**src/design/coalescing_event_queue_unit_assert.svh**
```systemverilog
// Assertion macros for the coalescing event queue.
`ifndef COALESCING_EVENT_QUEUE_UNIT_ASSERT_SVH
`define COALESCING_EVENT_QUEUE_UNIT_ASSERT_SVH
`ifndef SYNTHESIS
`define EVQ_ASSERT(label, prop) \
    label: assert property (@(posedge aclk) disable iff (!aresetn) prop) \
        else $error("evq assertion failed");
`define EVQ_ASSERT_IMPL(label, cond, prop) \
    label: assert property (@(posedge aclk) disable iff (!aresetn) cond |-> prop) \
        else $error("evq assertion failed");
`else
`define EVQ_ASSERT(label, prop)
`define EVQ_ASSERT_IMPL(label, cond, prop)
`endif
`endif

```
**src/design/evq_pkg.sv**
```systemverilog
package evq_pkg;

    localparam int ENTRY_W   = 84;
    localparam int KEY_W     = 52;
    localparam int S_DATA_W  = 96;
    localparam int M_DATA_W  = 160;
    localparam int MAX_OUT   = 16;

    typedef logic [ENTRY_W-1:0] entry_t;

    localparam logic [1:0] REQ_PUSH  = 2'd0;
    localparam logic [1:0] REQ_DRAIN = 2'd1;
    localparam logic [1:0] REQ_MARK  = 2'd2;
    localparam logic [1:0] REQ_EPOCH = 2'd3;

    localparam logic [2:0] RES_KEPT    = 3'd0;
    localparam logic [2:0] RES_LOST    = 3'd1;
    localparam logic [2:0] RES_DRAINED = 3'd2;
    localparam logic [2:0] RES_EMPTY   = 3'd3;
    localparam logic [2:0] RES_ACK     = 3'd4;

    localparam logic CFG_QUEUE_LIMIT   = 1'b0;
    localparam logic CFG_PROGRESS_KIND = 1'b1;

endpackage

```
**src/design/evq_ram.sv**
```systemverilog
module evq_ram #(
    parameter int DEPTH = 16,
    parameter int AW    = 4
) (
    input  logic                   aclk,
    input  logic                   we,
    input  logic [AW-1:0]          wr_addr,
    input  evq_pkg::entry_t        wr_data,
    input  logic                   re,
    input  logic [AW-1:0]          rd_addr,
    output evq_pkg::entry_t        rd_data
);
    import evq_pkg::*;

    entry_t mem [DEPTH];
    entry_t rd_data_reg;

    always_ff @(posedge aclk) begin
        if (we) begin
            mem[wr_addr] <= wr_data;
        end
        if (re) begin
            rd_data_reg <= mem[rd_addr];
        end
    end

    assign rd_data = rd_data_reg;

endmodule

```
**src/design/coalescing_event_queue_unit.sv**
```systemverilog
// Coalescing event queue.
// Requests enter on the s_ stream (tuser = request type, tdata = event and
// drain limit); results leave on the m_ stream (tuser = result kind, tdata =
// event fields, queue count, counters and resync flag; tlast on the final
// result of a request). The cfg channel writes queue_limit (index 0) and
// progress_kind (index 1) and is always ready.
// One request is handled at a time; s_tready is high only while idle.
// Events live in a circular buffer in one synchronous RAM with one read
// and one write port, so each step waits on a RAM access:
//   mark/epoch and empty drain go straight to the result; push without eviction
//   may read the tail for a merge check, then appends; push that evicts first
//   scans entries for a progress event, and when the evicted entry is not the
//   head, shifts each entry behind it down with a read and a write;
//   drain reads and emits each drained event in turn.
// Reset empties the queue and clears counters and flag; queue_limit resets
// to 16 and progress_kind to 0. The RAM is not cleared.
// A stalled m_ side holds the result register and the request waits; no
// result is dropped.
module coalescing_event_queue_unit #(
    parameter int DEPTH = 16
) (
    input  logic                           aclk,
    input  logic                           aresetn,
    input  logic                           s_tvalid,
    output logic                           s_tready,
    // event_code, job_number, stage_number, node_number, agent_number,
    // event_data, drain_limit, zero pad
    input  logic [evq_pkg::S_DATA_W-1:0]   s_tdata,
    // req_type
    input  logic [1:0]                     s_tuser,
    output logic                           m_tvalid,
    input  logic                           m_tready,
    // out_code, out_job, out_stage, out_node, out_agent, out_data,
    // queue_count, coalesced_total, evicted_total, resync_needed, zero pad
    output logic [evq_pkg::M_DATA_W-1:0]   m_tdata,
    // result_kind
    output logic [2:0]                     m_tuser,
    output logic                           m_tlast,
    input  logic                           cfg_valid,
    output logic                           cfg_ready,
    input  logic                           cfg_addr,
    input  logic [4:0]                     cfg_data
);
    import evq_pkg::*;

    `include "coalescing_event_queue_unit_assert.svh"

    localparam int AW = $clog2(DEPTH);
    localparam int CW = $clog2(DEPTH + 1);

    localparam logic [3:0] S_IDLE = 4'd0;
    localparam logic [3:0] S_TAIL = 4'd1;
    localparam logic [3:0] S_FULL = 4'd2;
    localparam logic [3:0] S_SCAN = 4'd3;
    localparam logic [3:0] S_SHRD = 4'd4;
    localparam logic [3:0] S_SHWR = 4'd5;
    localparam logic [3:0] S_APND = 4'd6;
    localparam logic [3:0] S_EMIT = 4'd7;
    localparam logic [3:0] S_DRD  = 4'd8;
    localparam logic [3:0] S_DOUT = 4'd9;

    logic [3:0]    state_reg;
    logic [AW-1:0] head_reg;
    logic [CW-1:0] count_reg;
    logic [31:0]   merge_reg;
    logic [31:0]   evict_reg;
    logic          resync_reg;
    logic [4:0]    qlimit_reg;
    logic [3:0]    pkind_reg;
    entry_t        entry_reg;
    logic [2:0]    kind_reg;
    logic [AW-1:0] idx_reg;
    logic [4:0]    n_reg;
    logic [4:0]    k_reg;

    logic                m_tvalid_reg;
    logic [M_DATA_W-1:0] m_tdata_reg;
    logic [2:0]          m_tuser_reg;
    logic                m_tlast_reg;

    logic          ram_we;
    logic [AW-1:0] ram_wa;
    entry_t        ram_wd;
    logic          ram_re;
    logic [AW-1:0] ram_ra;
    entry_t        ram_rd;

    evq_ram #(.DEPTH(DEPTH), .AW(AW)) u_ram (
        .aclk    (aclk),
        .we      (ram_we),
        .wr_addr (ram_wa),
        .wr_data (ram_wd),
        .re      (ram_re),
        .rd_addr (ram_ra),
        .rd_data (ram_rd)
    );

    function automatic logic [AW-1:0] phys(input logic [AW-1:0] base,
                                           input logic [AW-1:0] off);
        logic [AW:0] sum;
        sum = {1'b0, base} + {1'b0, off};
        if (sum >= (AW+1)'(DEPTH)) begin
            sum = sum - (AW+1)'(DEPTH);
        end
        return sum[AW-1:0];
    endfunction

    function automatic logic [31:0] sat_inc(input logic [31:0] c);
        return (c == 32'hFFFF_FFFF) ? c : c + 32'd1;
    endfunction

    logic          s_fire;
    logic          out_free;
    logic          out_load;
    logic [CW-1:0] eff_lim;
    logic [AW-1:0] head_inc;
    logic [AW-1:0] tail_off;
    logic [AW-1:0] cnt_off;
    logic [4:0]    drain_n;
    logic          is_prog_in;
    logic          scan_hit;
    logic          d_last;

    assign s_tready  = (state_reg == S_IDLE);
    assign s_fire    = s_tvalid && s_tready;
    assign out_free  = !m_tvalid_reg || m_tready;
    assign out_load  = ((state_reg == S_EMIT) || (state_reg == S_DOUT)) && out_free;
    assign cfg_ready = 1'b1;
    assign head_inc  = (head_reg == AW'(DEPTH - 1)) ? '0 : head_reg + AW'(1);
    assign tail_off  = AW'(count_reg - CW'(1));
    assign cnt_off   = AW'(count_reg);
    assign is_prog_in = (s_tdata[3:0] == pkind_reg);
    assign scan_hit  = (ram_rd[3:0] == pkind_reg);
    assign d_last    = ((k_reg + 5'd1) == n_reg);

    always_comb begin
        if (qlimit_reg == 5'd0) begin
            eff_lim = CW'(1);
        end else if (32'(qlimit_reg) > DEPTH) begin
            eff_lim = CW'(DEPTH);
        end else begin
            eff_lim = CW'(qlimit_reg);
        end
    end

    always_comb begin
        logic [8:0] n9;
        n9 = {4'b0, s_tdata[88:84]};
        if (n9 > 9'(count_reg)) begin
            n9 = 9'(count_reg);
        end
        if (n9 > 9'(MAX_OUT)) begin
            n9 = 9'(MAX_OUT);
        end
        drain_n = n9[4:0];
    end

    always_comb begin
        ram_we = 1'b0;
        ram_wa = '0;
        ram_wd = entry_reg;
        ram_re = 1'b0;
        ram_ra = head_reg;
        case (state_reg)
            S_IDLE: begin
                if (s_fire && s_tuser == REQ_PUSH && is_prog_in && count_reg != '0) begin
                    ram_re = 1'b1;
                    ram_ra = phys(head_reg, tail_off);
                end
            end
            S_TAIL: begin
                if (ram_rd[KEY_W-1:0] == entry_reg[KEY_W-1:0]) begin
                    ram_we = 1'b1;
                    ram_wa = phys(head_reg, tail_off);
                end
            end
            S_FULL: begin
                ram_re = 1'b1;
                ram_ra = head_reg;
            end
            S_SCAN: begin
                ram_re = 1'b1;
                ram_ra = phys(head_reg, idx_reg + AW'(1));
            end
            S_SHRD: begin
                ram_re = 1'b1;
                ram_ra = phys(head_reg, idx_reg + AW'(1));
            end
            S_SHWR: begin
                ram_we = 1'b1;
                ram_wa = phys(head_reg, idx_reg);
                ram_wd = ram_rd;
            end
            S_APND: begin
                ram_we = (count_reg < CW'(DEPTH));
                ram_wa = phys(head_reg, cnt_off);
            end
            S_DRD: begin
                ram_re = 1'b1;
                ram_ra = head_reg;
            end
            default: begin
            end
        endcase
    end

    always_ff @(posedge aclk) begin
        if (!aresetn) begin
            state_reg    <= S_IDLE;
            head_reg     <= '0;
            count_reg    <= '0;
            merge_reg    <= '0;
            evict_reg    <= '0;
            resync_reg   <= 1'b0;
            qlimit_reg   <= 5'd16;
            pkind_reg    <= '0;
            m_tvalid_reg <= 1'b0;
        end else begin
            if (cfg_valid) begin
                if (cfg_addr == CFG_QUEUE_LIMIT) begin
                    qlimit_reg <= cfg_data;
                end else begin
                    pkind_reg <= cfg_data[3:0];
                end
            end
            if (m_tvalid_reg && m_tready && !out_load) begin
                m_tvalid_reg <= 1'b0;
            end
            unique case (state_reg)
                S_IDLE: begin
                    if (s_fire) begin
                        entry_reg <= s_tdata[ENTRY_W-1:0];
                        k_reg     <= '0;
                        n_reg     <= drain_n;
                        case (s_tuser)
                            REQ_PUSH: begin
                                kind_reg  <= RES_KEPT;
                                state_reg <= (is_prog_in && count_reg != '0) ? S_TAIL
                                                                             : S_FULL;
                            end
                            REQ_DRAIN: begin
                                kind_reg  <= RES_EMPTY;
                                state_reg <= (drain_n == 5'd0) ? S_EMIT : S_DRD;
                            end
                            REQ_MARK: begin
                                resync_reg <= 1'b0;
                                kind_reg   <= RES_ACK;
                                state_reg  <= S_EMIT;
                            end
                            default: begin
                                count_reg  <= '0;
                                head_reg   <= '0;
                                merge_reg  <= '0;
                                evict_reg  <= '0;
                                resync_reg <= 1'b0;
                                kind_reg   <= RES_ACK;
                                state_reg  <= S_EMIT;
                            end
                        endcase
                    end
                end
                S_TAIL: begin
                    if (ram_rd[KEY_W-1:0] == entry_reg[KEY_W-1:0]) begin
                        merge_reg <= sat_inc(merge_reg);
                        state_reg <= S_EMIT;
                    end else begin
                        state_reg <= S_FULL;
                    end
                end
                S_FULL: begin
                    idx_reg   <= '0;
                    state_reg <= (count_reg >= eff_lim) ? S_SCAN : S_APND;
                end
                S_SCAN: begin
                    if (scan_hit) begin
                        evict_reg <= sat_inc(evict_reg);
                        if (idx_reg == '0) begin
                            head_reg  <= head_inc;
                            count_reg <= count_reg - CW'(1);
                            state_reg <= S_APND;
                        end else begin
                            state_reg <= S_SHRD;
                        end
                    end else if ((CW'(idx_reg) + CW'(1)) < count_reg) begin
                        idx_reg <= idx_reg + AW'(1);
                    end else begin
                        // no progress entry queued: drop the head
                        evict_reg  <= sat_inc(evict_reg);
                        head_reg   <= head_inc;
                        count_reg  <= count_reg - CW'(1);
                        resync_reg <= 1'b1;
                        kind_reg   <= RES_LOST;
                        state_reg  <= S_APND;
                    end
                end
                S_SHRD: begin
                    if ((CW'(idx_reg) + CW'(1)) < count_reg) begin
                        state_reg <= S_SHWR;
                    end else begin
                        count_reg <= count_reg - CW'(1);
                        state_reg <= S_APND;
                    end
                end
                S_SHWR: begin
                    idx_reg   <= idx_reg + AW'(1);
                    state_reg <= S_SHRD;
                end
                S_APND: begin
                    if (count_reg < CW'(DEPTH)) begin
                        count_reg <= count_reg + CW'(1);
                    end
                    state_reg <= S_EMIT;
                end
                S_EMIT: begin
                    if (out_free) begin
                        m_tvalid_reg <= 1'b1;
                        m_tuser_reg  <= kind_reg;
                        m_tlast_reg  <= 1'b1;
                        m_tdata_reg  <= {6'b0, resync_reg, evict_reg, merge_reg,
                                         5'(count_reg), 84'b0};
                        state_reg    <= S_IDLE;
                    end
                end
                S_DRD: begin
                    state_reg <= S_DOUT;
                end
                S_DOUT: begin
                    if (out_free) begin
                        m_tvalid_reg <= 1'b1;
                        m_tuser_reg  <= RES_DRAINED;
                        m_tlast_reg  <= d_last;
                        m_tdata_reg  <= {6'b0, resync_reg, evict_reg, merge_reg,
                                         5'(count_reg - CW'(1)), ram_rd};
                        head_reg     <= head_inc;
                        count_reg    <= count_reg - CW'(1);
                        k_reg        <= k_reg + 5'd1;
                        state_reg    <= d_last ? S_IDLE : S_DRD;
                    end
                end
                default: begin
                    state_reg <= S_IDLE;
                end
            endcase
        end
    end

    assign m_tvalid = m_tvalid_reg;
    assign m_tdata  = m_tdata_reg;
    assign m_tuser  = m_tuser_reg;
    assign m_tlast  = m_tlast_reg;

    `EVQ_ASSERT(a_count_bound, count_reg <= CW'(DEPTH))
    `EVQ_ASSERT_IMPL(a_accept_leaves_idle, s_fire, ##1 (state_reg != S_IDLE))
    `EVQ_ASSERT_IMPL(a_drain_nonempty, state_reg == S_DOUT, count_reg != '0)

endmodule

```
**config.mk**
```make
export PLATFORM = sky130hd
export DESIGN_NAME = coalescing_event_queue_unit
export DESIGN_NICKNAME = d
export VERILOG_FILES = /design/src/design/evq_pkg.sv /design/src/design/evq_ram.sv /design/src/design/coalescing_event_queue_unit.sv
export VERILOG_INCLUDE_DIRS = /design/src /design/src/design
export SDC_FILE = /design/constraint.sdc
export NUM_CORES = 2
export LEC_CHECK = 0
export ABC_CLOCK_PERIOD_IN_PS = 8960
export BUFFER_PORTS_ARGS = -buffer_cell sky130_fd_sc_hd__buf_4
export CORE_MARGIN = 3
export CORE_UTILIZATION = 35
export CTS_CLUSTER_DIAMETER = 150
export DETAILED_ROUTE_END_ITERATION = 7
export MAX_ROUTING_LAYER = met4
export PLACE_DENSITY_LB_ADDON = 0.2
export SLEW_MARGIN = 5
export SYNTH_ARGS = -nofsm -noshare
export SYNTH_HDL_FRONTEND = slang
export SYNTH_SLANG_ARGS = --single-unit
```
**constraint.sdc**
```tcl
create_clock -name aclk -period 8.96 [get_ports aclk]
set_input_delay 0 -clock aclk [delete_from_list [all_inputs] [get_ports aclk]]
set_output_delay 0 -clock aclk [all_outputs]
set_load 0.005 [all_outputs]
```
### Word-level counts from Yosys, hierarchy flattened

Memories as Yosys holds them, arrays and structs flattened. A register that Yosys moved wholly into a read port is not among the register bits.
Index checks and enable logic that the tools add are counted.

* input port bits: 109
* register bits: 353
* memories: 1
* output and inout bits: 167
* logic and storage cells: 205
* RAM bits: 1344

* add/subtract/negate cells: 16
* reductions and logical operators: 43
* equality and inequality tests: 31
* bitwise logic cells: 1
* multiplexer cells: 86
* $lt $le $gt $ge: 10

Memories
* u_ram.mem: words 16, bits a word 84, read ports 1, clocked after memory_dff 1, wr ports 1, RTL line evq_ram.sv:15 `entry_t mem [DEPTH];`

Operator list (count)
* $mux W160: 2
* $pmux W160 S2: 1
* $mux W32: 7
* $pmux W32 S2: 2
* $mux W4: 22
* $mux W84: 1
* $mux W5: 13
* $add A32 B1 Y32 const B: 2
* $eq A32 B32 Y1 const B: 2
* $eq A52 B52 Y1: 1
* $pmux W4 S10: 1
* $pmux W4 S3: 3
* $pmux W5 S5: 1
* $mux W3: 7
* $add A4 B4 Y5: 4
* $ge A5 B5 Y1 const B: 4
* $ne A2 B2 Y1 const B: 10
* $reduce_and A4 Y1: 5
* $pmux W3 S2: 3
* $eq A4 B3 Y1 const B: 4
* $pmux W4 S2: 2
* $sub A4 B1 Y4 const B: 4
* $reduce_and A5 Y1: 3
* $mux W1: 13
* other kinds (39): 70

### Depth between registers and ports, before layout

* word-level depth: 9
* mapped depth: 15
* gate-level depth less buffers: 13

### By module

A second synthesis with hierarchy kept.

* cells, all modules: 3489
* area, all modules: 69016.2 um^2

By module, submodules not included
* evq_ram: area each 52893.2 um^2, sequential area each 42881.1 um^2, instances 1, cells an instance 2154
* coalescing_event_queue_unit: area each 16123.0 um^2, sequential area each 9539.1 um^2, instances 1, cells an instance 1335

### Worst setup path after synthesis

OpenSTA, ideal clock, no wires.

* path type: flip-flop to flip-flop
* from: register state_reg[1]
* to: register m_tdata_reg[0] (netlist: m_tdata[0]), enable pin
* setup slack: 0.756 ns
* library setup time: 0.677 ns
* arrival: 7.527 ns
* path buffers: 1
* cell stages (with the launch flop): 5
* data required time: 8.283 ns
* period minus slack after synthesis: 8.204 ns
* cell sequence: dfxtp_1 > clkbuf_1 > and3b_1 > o21ai_0 > nor2_1

* cells in the longest elaborated chain, start to end: 3
* elaborated cells between the ends (all ways): 6
* classes of those cells: eq/ne: 4; reduce/logical: 2

RTL lines
* start: declaration: RTL line coalescing_event_queue_unit.sv:62 `logic [3:0] state_reg;`
* start signal: assignment: RTL line coalescing_event_queue_unit.sv:238 `state_reg <= (is_prog_in && count_reg != '0) ? S_TAIL`
* start signal: assignment: RTL line coalescing_event_queue_unit.sv:243 `state_reg <= (drain_n == 5'd0) ? S_EMIT : S_DRD;`
* start signal: assignment: RTL line coalescing_event_queue_unit.sv:272 `state_reg <= (count_reg >= eff_lim) ? S_SCAN : S_APND;`
* $eq A4 B4 Y1 / $eq A4 B3 Y1 (equally long branches): RTL line coalescing_event_queue_unit.sv:229 `unique case (state_reg)`
* $ne A2 B2 Y1 (no line) / $reduce_bool A2 Y1 (equally long branches)
* $reduce_and A4 Y1 (no line) (*)
* end signal: assignment: RTL line coalescing_event_queue_unit.sv:319 `m_tdata_reg <= {6'b0, resync_reg, evict_reg, merge_reg,`
* end signal: assignment: RTL line coalescing_event_queue_unit.sv:332 `m_tdata_reg <= {6'b0, resync_reg, evict_reg, merge_reg,`
* end: declaration: RTL line coalescing_event_queue_unit.sv:77 `logic [M_DATA_W-1:0] m_tdata_reg;`

Mark *: on every way between the ends. The rest lies on a longest branch, timed or not.
A chain may end at the register's enable or synchronous reset.

### Final worst setup path

* from: register state_reg[0]
* to: memory u_ram.mem[9][55] (netlist name), enable pin

* cells in the longest elaborated chain, start to end: 4
* elaborated cells between the ends (all ways): 7
* classes of those cells: eq/ne: 3; mux: 4

RTL lines
* $eq A4 B3 Y1 / $eq A4 B1 Y1 (equally long branches): RTL line coalescing_event_queue_unit.sv:164 `case (state_reg)`
* $pmux W1 S3: RTL line coalescing_event_queue_unit.sv:164
* $mux W1: RTL line evq_ram.sv:19 `if (we) begin`
* $mux W1 (not written as such): RTL line evq_ram.sv:20 `mem[wr_addr] <= wr_data;`
* end: declaration: RTL line evq_ram.sv:15

Parallel ways exist; a longest one is shown, timed or not.

==> summary by stage <==
Yosys
The async set-or-reset flop fraction in the synthesized netlist is 0%. The number of instances in the synthesized netlist is 4,683. The prevailing post-synth register cell is edfxtp_1.

Each instance of the synthesized netlist takes up on average between 15 and 20 sq um. The cell accounting for the most synthesized area is edfxtp_1. The number of unique standard cell types used by synthesis is a little over 70.

The post-synthesis instance area is approximately 71,000 sq um. By area the synthesized netlist is led by edfxtp_1 71%, and2_1 3.1%, nand2_1 3.0%. The area fraction of the dominant cell type after synthesis is 71.1%.

For this run, the register share of the synthesized area comes to between 70% and 80%. For this run, the number of Yosys warnings is 0. Counting flops with a built-in enable in the synthesized netlist gives roughly 1,700.

After synthesis the netlist holds a flip-flop and latch count of around 1,800.

Timing
The final number of setup-violating endpoints is 0. Setup repair after global routing left no endpoint under its margin. The max-slew headroom at the worst pin is between 10% and 20%. Clock skew on the completed layout was measured at about 0.047 ns. The tightest hold margin is between 0.1 and 0.15 ns. Timing would allow up to ~170 MHz. The number of endpoints with negative hold slack in the final report is 0. The time the worst path needs with I/O delays and setup is slightly below 6 ns. The final number of max-transition violations is 0.

The slew of the pin with the lowest slew margin is between 1 and 1.5 ns. The share of the clock period used by the worst path is 66.2%. Adding up every negative setup slack in the final design gives 0 ns.

Worst setup path
The startpoint identified for the worst register-to-register timing path is state_reg[0]$_SDFFE_PN0P_. Counting both buffers and inverters, the worst setup path holds a total of 1. Traced cell by cell, the critical path runs through nor2b_1, nand4_1, nor4_1, nand4_1, or2_2, a21oi_1, o21ai_0, nor2_4, buf_4. Counting cells, the worst reg-to-reg path comes to 9. STA puts the critical path data arrival time at 6.38 ns. Along the worst path, the maximum fanout reaches 29. The kind of capture point of the worst setup path is a register. The cell repeated most along the worst path is nand4_1.

The critical path data required time is 9.41 ns. The cell at the slowest stage of the critical path is nor2_4. The worst flop-to-flop path endpoint is u_ram.mem[9][55]$_DFFE_PP_. The worst register-to-register path has a setup slack of about 3 ns. The largest single stage delay on the critical path is roughly 0.9 ns. The type of the setup path with the least slack is register to register.

The cell type group with the largest total delay on the critical path is simple AND/OR/NAND/NOR gates. The worst setup path is launched from a register.

Die
The vertical die dimension is 457 microns. The core region is around 200,000 sq um. The area of the die is 209,000 sq um. The die width is ~460 microns. The number of rows in the core area is about 160. The top-level I/O count is roughly 280. The initial cell density of the core is between 30% and 40%.

Clock tree
The number of H-tree levels is 4. The clock tree from TritonCTS is yes. The tree is rooted in a clkbuf_16.

In this run, post-CTS repair resized a total of 0 instances. Post-CTS timing repair inserted 0 buffers for setup. The maximum number of buffers from clock root to sink is 3. The total CTS buffers is about 180. The clock edge transition at the registers on the reported setup and hold paths is about 0.06 ns. The number of sinks handled by clock tree synthesis is approximately 1,800. The later-pin clock latency in the skew report is around 0.82 ns. For this design, the CTS-stage hold fixing added 211 buffers.

Global routing
Global routing used 18.5% of the available tracks. The total overflow left after global routing is 0. The first-pass GRT wire length is between 200,000 and 300,000 microns. The pin count of the biggest net entering global routing is ~180. The via count of the first global-routing pass is slightly above 40,000. The initial antenna violation count is 3.

Power
The maximum resistive drop on vdd is approximately 0.19 mV. For this design the ratio of total power to cell area is 273 nW/um^2. Summed over all cells, the static leakage comes to around 29 nW.

Detailed routing
The mean number of vias per cell is slightly above 5. The detail route stage leaves a number of antenna-violating nets equal to 0. The routed design has around 190,000 microns of wire. The final route contains between 40,000 and 50,000 vias. Dividing the detail-routed wire length by the instance count gives approximately 24 microns. In the routed design, unresolved DRC markers number 0. The first detailed-routing pass took 8 iterations. The count of routing violations after the opening detailed-route iteration is between 2,000 and 3,000.

Final layout
The leading cell type in the layout, fill and taps excluded is edfxtp_1. The fraction of final layout cells sized beyond drive strength 1 is a little over an eighth. In the final design database the tool counted roughly 5,300 nets. The number of inserted filler cells in the final layout is 18,258.

The growth of design area from synthesis to finish is 18.2%. The flip-flop count of the largest register after layout is 1,344. In the layout the commonest cells are 1,687 x edfxtp_1, 571 x nand2_1, 348 x and2_1, 305 x buf_4, 252 x a211oi_1.

Min path
The number of cells traversed by the worst hold path is 4. The startpoint identified for the worst hold timing path is cfg_data[1]. For hold timing, the worst endpoint is pkind_reg[1]$_SDFFE_PN0P_. The tightest min-delay check is of the input port to register type.

Placed design
The number of buffers added on ports is about 260. The routability congestion estimate from global placement is between 0.7 and 0.8. Summed over all nets, the half-perimeter wirelength after detailed placement is ~100,000 microns.

Run
The number of max-cap violations is 0.

Run status
The flow ran to the end, and the final reports show no timing, DRC or antenna violations.
==> metal layers <==
layer | up-vias | wire length, microns | track usage, %
met4 | 0 | 4530 | 5.14
met2 | 990 | 95800 | 30.8
li1 | 18834 | - | -
met1 | 20911 | 83700 | 23.9
met5 | - | 0 | -
met3 | 230 | 7750 | 2.27
==> through the flow <==
stage | util, % | cell area, sq um | setup slack, ns | cells | power [mW]
6_report | 41.9 | 84200 | 3.02 | 7927 | 23.0
5_1_grt | 41.9 | 84200 | 2.58 | 7927 | 24.0
4_1_cts | 41.9 | 84200 | 2.79 | 7926 | 23.3
3_5_place_dp | 37.9 | 76200 | 2.82 | 7377 | 15.6
3_3_place_gp | 37.9 | 76200 | 2.92 | 7377 | 15.6
2_1_floorplan | - | 71200 | 0.756 | 4688 | 13.9
==> worst reg2reg max path, cell delays in order, from the launching register on <==
cell and delay, ns:
dfxtp_1 0.71, nor2b_1 0.45, nand4_1 0.33, nor4_1 0.58, nand4_1 0.80, or2_2 0.61, a21oi_1 0.13, o21ai_0 0.40
nor2_4 0.88, buf_4 0.64
==> worst max-delay path by stage <==
stage	startpoint	endpoint	cells after the start
floorplan	state_reg[1]$_SDFFE_PN0P_	m_tdata[0]$_SDFFCE_PN0P_	4
global placement	state_reg[0]$_SDFFE_PN0P_	u_ram.mem[9][55]$_DFFE_PP_	9
detailed placement	u_ram.rd_data[19]$_DFFE_PP_	u_ram.mem[9][55]$_DFFE_PP_	9
CTS	u_ram.rd_data[19]$_DFFE_PP_	u_ram.mem[9][16]$_DFFE_PP_	9
global route	u_ram.rd_data[19]$_DFFE_PP_	u_ram.mem[9][16]$_DFFE_PP_	9
finish	state_reg[0]$_SDFFE_PN0P_	u_ram.mem[9][55]$_DFFE_PP_	9
==> power by group <==
group | internal (mW) | switching, mW
clock network | 4.28 | 3.22
logic | 1.83 | 3.35
registers | 9.99 | 0.341
total | 16.1 | 6.91
==> synthesized netlist by cell type, drive strengths merged, types with 11 or more instances <==
master	n
mux2	168
and2	351
buf	85
inv	31
a21oi	25
ha	33
dfxtp	88
nor2	130
and3	101
o21ai	30
clkbuf	208
nand2	576
a221o	88
xor2	64
nand3	55
mux2i	179
a211oi	252
o32ai	85
edfxtp	1687
nor2b	15
xnor2	80
a31oi	175
nor4	11
nand4	51
==> logic make-up after synthesis <==
family / count (synthesis) / synth area share, %
AOI/OAI and AO/OA: 715 / 7.53
buffers and inverters: 325 / 1.96
DFF: 1775 / 73.6
muxes: 347 / 5.17
adders and majority gates: 36 / 0.664
other: 2 / 0.0105
xor gates and xnor gates: 144 / 1.77
and+or+nand+nor: 1339 / 9.28
==> area by class of cell <==
type / instances / area, sq um / area share, %
sequential: 1775 / 52400 / 62.3
tap: 2656 / 3320 / 3.95
inverter: 32 / 128 / 0.152
clock buffer: 228 / 4810 / 5.71
timing repair buffer: 537 / 4820 / 5.73
antenna: 1 / 2.50 / 0.00297
multi-input combinational: 2588 / 17600 / 20.9
clock inverter: 110 / 1070 / 1.27
No activity file was read; power rests on OpenSTA's default activity.
